**config.mk**
```make
export PLATFORM = sky130hd
export DESIGN_NAME = bb3_avg
export DESIGN_NICKNAME = d
export VERILOG_FILES = /design/src/rtl/bb3_pkg.sv /design/src/rtl/bb3_avg.sv
export SDC_FILE = /design/constraint.sdc
export NUM_CORES = 1
export LEC_CHECK = 0
export BUFFER_PORTS_ARGS = -buffer_cell sky130_fd_sc_hd__buf_2
export CORE_MARGIN = 2
export CORE_UTILIZATION = 60
export DETAILED_ROUTE_END_ITERATION = 6
export PLACE_DENSITY = 0.83
export RECOVER_POWER = 50
export SLEW_MARGIN = 30
export SYNTH_ARGS = -nofsm -noshare
export SYNTH_HDL_FRONTEND = slang
export SYNTH_SLANG_ARGS = --single-unit
```
**constraint.sdc**
```tcl
create_clock -name vclk -period 16.75
set_input_delay 2.5125 -clock vclk [all_inputs]
set_output_delay 2.5125 -clock vclk [all_outputs]
set_load 0.03 [all_outputs]
```
**src/rtl/bb3_pkg.sv**
```systemverilog
// ----------------------------------------------------------------------------
// bb3_pkg: shared types and constants of the 3x3 box blur
// Pixel and window types, register and opcode codes, and the reciprocal
// table used to turn the rounded mean into a multiply and shift.
// ----------------------------------------------------------------------------
package bb3_pkg;

	localparam int LINE_CFG_W  = 11;
	localparam int ROWS_CFG_W  = 13;
	localparam int CFG_DATA_W  = 13;
	localparam int CFG_INDEX_W = 1;

	localparam logic [LINE_CFG_W-1:0] LINE_WIDTH_RST   = 11'd640;
	localparam logic [ROWS_CFG_W-1:0] FRAME_HEIGHT_RST = 13'd480;

	// channel sum of up to nine 8-bit values, and 2*sum + count
	localparam int SUM_W       = 12;
	localparam int DIV_X_W     = 13;
	localparam int RECIP_W     = 14;
	localparam int RECIP_SHIFT = 16;
	localparam int PROD_W      = DIV_X_W + RECIP_W;

	typedef enum logic {
		OP_PIXEL = 1'b0,
		OP_FLUSH = 1'b1
	} op_t;

	typedef enum logic [CFG_INDEX_W-1:0] {
		REG_LINE_WIDTH   = 1'b0,
		REG_FRAME_HEIGHT = 1'b1
	} reg_idx_t;

	typedef struct packed {
		logic [7:0] red;
		logic [7:0] green;
		logic [7:0] blue;
	} rgb_t;

	// [row][col], row 0 on top, col 0 on the left
	typedef rgb_t [2:0][2:0] win_t;

	typedef struct packed {
		logic [2:0] row;
		logic [2:0] col;
	} avg_mask_t;

	// 2^16 / (2 * count), rounded up; exact over the reachable sums
	function automatic logic [RECIP_W-1:0] recip(input logic full_rows, input logic full_cols);
		logic [RECIP_W-1:0] r;
		case ({full_rows, full_cols})
			2'b11:   r = 14'd3641;
			2'b10:   r = 14'd5462;
			2'b01:   r = 14'd5462;
			default: r = 14'd8192;
		endcase
		return r;
	endfunction

	function automatic logic [3:0] pix_count(input logic full_rows, input logic full_cols);
		logic [3:0] n;
		case ({full_rows, full_cols})
			2'b11:   n = 4'd9;
			2'b10:   n = 4'd6;
			2'b01:   n = 4'd6;
			default: n = 4'd4;
		endcase
		return n;
	endfunction

endpackage

```
**src/rtl/bb3_avg.sv**
```systemverilog
// ----------------------------------------------------------------------------
// bb3_avg: rounded neighbourhood mean
// Sums the masked pixels of a 3x3 window per channel and divides
// (2*sum + n) by 2n through a reciprocal multiply, n being 4, 6 or 9.
// ----------------------------------------------------------------------------
module bb3_avg import bb3_pkg::*; (
	input  win_t      win,
	input  avg_mask_t mask,
	output rgb_t      mean
);

	logic [9:0]         row_sum [3][3];
	logic [SUM_W-1:0]   sum     [3];
	logic [DIV_X_W-1:0] xval    [3];
	logic [PROD_W-1:0]  prod    [3];
	logic               full_rows;
	logic               full_cols;
	logic [RECIP_W-1:0] rcp;
	logic [3:0]         cnt;

	always_comb begin
		// a window always has two or three rows and two or three columns in frame
		full_rows = &mask.row;
		full_cols = &mask.col;
		rcp       = recip(full_rows, full_cols);
		cnt       = pix_count(full_rows, full_cols);
		mean      = '0;
		for (int k = 0; k < 3; k++) begin
			sum[k] = '0;
			for (int i = 0; i < 3; i++) begin
				row_sum[k][i] = '0;
				for (int j = 0; j < 3; j++) begin
					if (mask.row[i] && mask.col[j]) begin
						row_sum[k][i] = row_sum[k][i] + 10'(win[i][j][8*k +: 8]);
					end
				end
				sum[k] = sum[k] + SUM_W'(row_sum[k][i]);
			end
			xval[k] = {sum[k], 1'b0} + DIV_X_W'(cnt);
			prod[k] = PROD_W'(xval[k]) * PROD_W'(rcp);
			mean[8*k +: 8] = prod[k][RECIP_SHIFT +: 8];
		end
	end

endmodule

```
==> impl_metrics.csv <==
group,metric,value,unit
global_route,grt_pass1_wl,99.3,mm
floorplanning,die_w,197,um
pwr,p_per_area,137,nW/um^2
floorplanning,design.core.area,36700,sq um
status,status,"finished clean",
worst_setup_path,required,14.24,ns
worst_setup_path,cp_max_fo,16,
synth,syn_area_per_cell,8.38,sq um
cells_and_area,n_clock_buffer,0,
timing,fmax,61.9,MHz
global_route,track_usage,32.2,%
detailed_routing,first_iter_violations,1019,
timing,worst_slew_pin_slew,0.954,ns
clock_network,cts-hold-fix-buffers,0,
synth,yosys_warnings,0,
timing,hold_viol,0,
cells_and_area,nets,3857,
pwr,p_seq_share,0,%
pwr,p_sw_share,61.7,%
timing,slew_violations,0,
pwr,ir_drop,0.169,mV
job,cap_violations,0,
floorplanning,initial_core_util,61.2,%
timing,period_share,96.5,%
pwr,power.total,3310,uW
global_route,grt_pass1_vias,20100,
synth,netlist_area,22500,sq um
worst_hold_path,worstHoldPathType,"in -> out",
synth,synth_cells,2680,
synth,synth.net_count,3651,
cells_and_area,syn_to_final_growth,7.78,%
floorplanning,dieArea,39000,sq um
pwr,p_comb_share,100.0,%
pwr,p_switching,2040,uW
detailed_routing,via_count,18800,
pwr,cell_internal_pwr,1270,uW
worst_setup_path,critical-path-max-stage-delay,0.58,ns
place,hpwlAfterDp,54.8,mm
timing,period_needed,16.16,ns
global_route,antenna_found_initial,7,
global_route,grt_max_degree,69,
cells_and_area,final_layout_size_suffix_gt1_share,10.8,%
pwr,clkPwrFrac,0,%
worst_setup_path,worst_path_max_delay_cell,"fa_1",
worst_setup_path,cp.arrival,13.65,ns
timing,fin_setup_tns,0,ns
timing,finalHoldWorstSlack,6.47,ns
clock_network,cts_setup_buffers,0,
cells_and_area,regArea,0,sq um
pwr,leakagePower,0.0135,uW
synth,ys_seq_area_share,0,%
detailed_routing,wl_per_cell,18.1,um
cells_and_area,fillers,3118,
place,gp_congestion,1.01,
worst_setup_path,path_common_cell,"fa_1",
cells_and_area,seq_cells,0,
detailed_routing,drtAntennaViolNets,0,
floorplanning,rows,70,
floorplanning,ios,246,
worst_setup_path,critical_path_class,"in -> out",
floorplanning,die_h,197,um
worst_setup_path,setup.worst_path.end_class,"output pin",
worst_setup_path,start_kind,"input pin",
detailed_routing,viasPerCell,5.60,
detailed_routing,routed_wl,60.7,mm
synth,ys_types,87,
detailed_routing,drt-pass1-iter-count,5,
cells_and_area,multi_input_area,19900,sq um
timing,setup_viol,0,
global_route,grt_overflow,0,
timing,slew_headroom,36.3,%
clock_network,cts-resized-gates,0,
detailed_routing,post-route-drc-count,0,
place,io_buffers,246,
## cell type report
type	instances	share of cell area, %
Inverter	624	9.68
Timing Repair Buffer	266	5.69
Multi-Input combinational cell	1994	82.2
Tap cell	468	2.42
Antenna cell	5	0.0517
## cells in the final DEF (no fill, tap or decap), types with 16 or more instances in the layout
cell type / n
xor2_1: 69
a21o_1: 46
xnor2_1: 111
inv_1: 622
ha_1: 385
nand2_1: 208
buf_4: 20
nor3_1: 16
o21ai_0: 126
nor2b_1: 59
o22ai_1: 31
nand3_1: 27
fa_1: 363
nand2b_1: 24
a21oi_1: 138
o21bai_1: 27
buf_2: 240
nor2_1: 78
o21a_1: 18
and3_1: 33
and2_1: 52
## critical path, delay by kind of cell
kind / cells / cell delay (ns)
adders and majority gates: 11 / 4.66
and+or+nand+nor: 7 / 1.42
AOI/OAI and AO/OA: 15 / 3.42
buffers and inverters: 5 / 0.53
xor gates and xnor gates: 5 / 1.05
## kinds of logic after synthesis
group                    synth area share (%)
AND/OR/NAND/NOR                          12.9
XOR/XNOR                                 7.48
multiplexers                            0.903
buffers and inverters                    11.5
adder cells (fa/ha/maj)                  54.2
AO/OA/AOI/OAI                            13.0
## through the flow
step | area [sq um] | setup WS, ns | cells | utilization (%)
4_1_cts | 24200 | 0.457 | 3352 | 65.9
3_3_place_gp | 24200 | 0.772 | 3352 | 65.9
3_5_place_dp | 24200 | 0.502 | 3352 | 65.9
6_report | 24200 | 0.585 | 3357 | 66.0
5_1_grt | 24200 | -0.00409 | 3356 | 66.0
2_1_floorplan | 22500 | 1.55 | 2680 | -
## layer usage
| layer | global-route usage (%) | wire length [um] | vias up |
|---|---|---|---|
| met5 | 0 | 36 | - |
| met4 | 14.6 | 3430 | 6 |
| met3 | 3.79 | 3810 | 162 |
| met2 | 58.1 | 29600 | 606 |
| met1 | 38.3 | 23900 | 9027 |
| li1 | - | - | 8989 |
## power groups by stage
stage | Sequential (uW) | Combinational (uW) | Clock (uW)
final | 0 | 3310 | 0.0000400
after global routing | 0 | 3770 | 0.0000319
after CTS | 0 | 3350 | 0
after detailed placement | 0 | 3320 | 0
after global placement | 0 | 3200 | 0
after floorplan | 0 | 2510 | 0
## Yosys cell counts, drive strengths merged (4+ instances only)
master     n  area (sq um)
fa       363          7270
inv      624          2340
a21oi    139           699
a22oi      4          30.0
nand2b    24           150
nor4       4          31.3
a31oi     13          81.3
nor3      18           106
clkbuf    54           203
maj3       7          70.1
or4b       4          40.0
o41ai      4          61.3
nor2      79           297
a21boi     5          37.5
xor2      69           604
o21ai    136           688
or2        5          31.3
o21bai    27           203
and2      56           350
nor3b     16           146
o32ai      6          52.6
nor2b     62           390
a2111oi    4          78.8
mux2i      9          90.1
nand4     14           109
nand4b     4          35.0
xnor2    115          1030
ha       386          4830
buf        8          47.5
o22ai     32           200
mux2      10           113
o21a      18           135
a21o      46           345
nand2    208           781
nand3     28           145
and3      33           206
a211oi     7          52.6
## final timing paths
| kind | startpoint | end | slack (ns) | cells after the start |
|---|---|---|---|---|
| hold / removal | mask[2] | mean[23] | 6.47 | 7 |
| setup / recovery | mask[0] | mean[15] | 0.59 | 43 |
(Power assumes the default switching activity.)
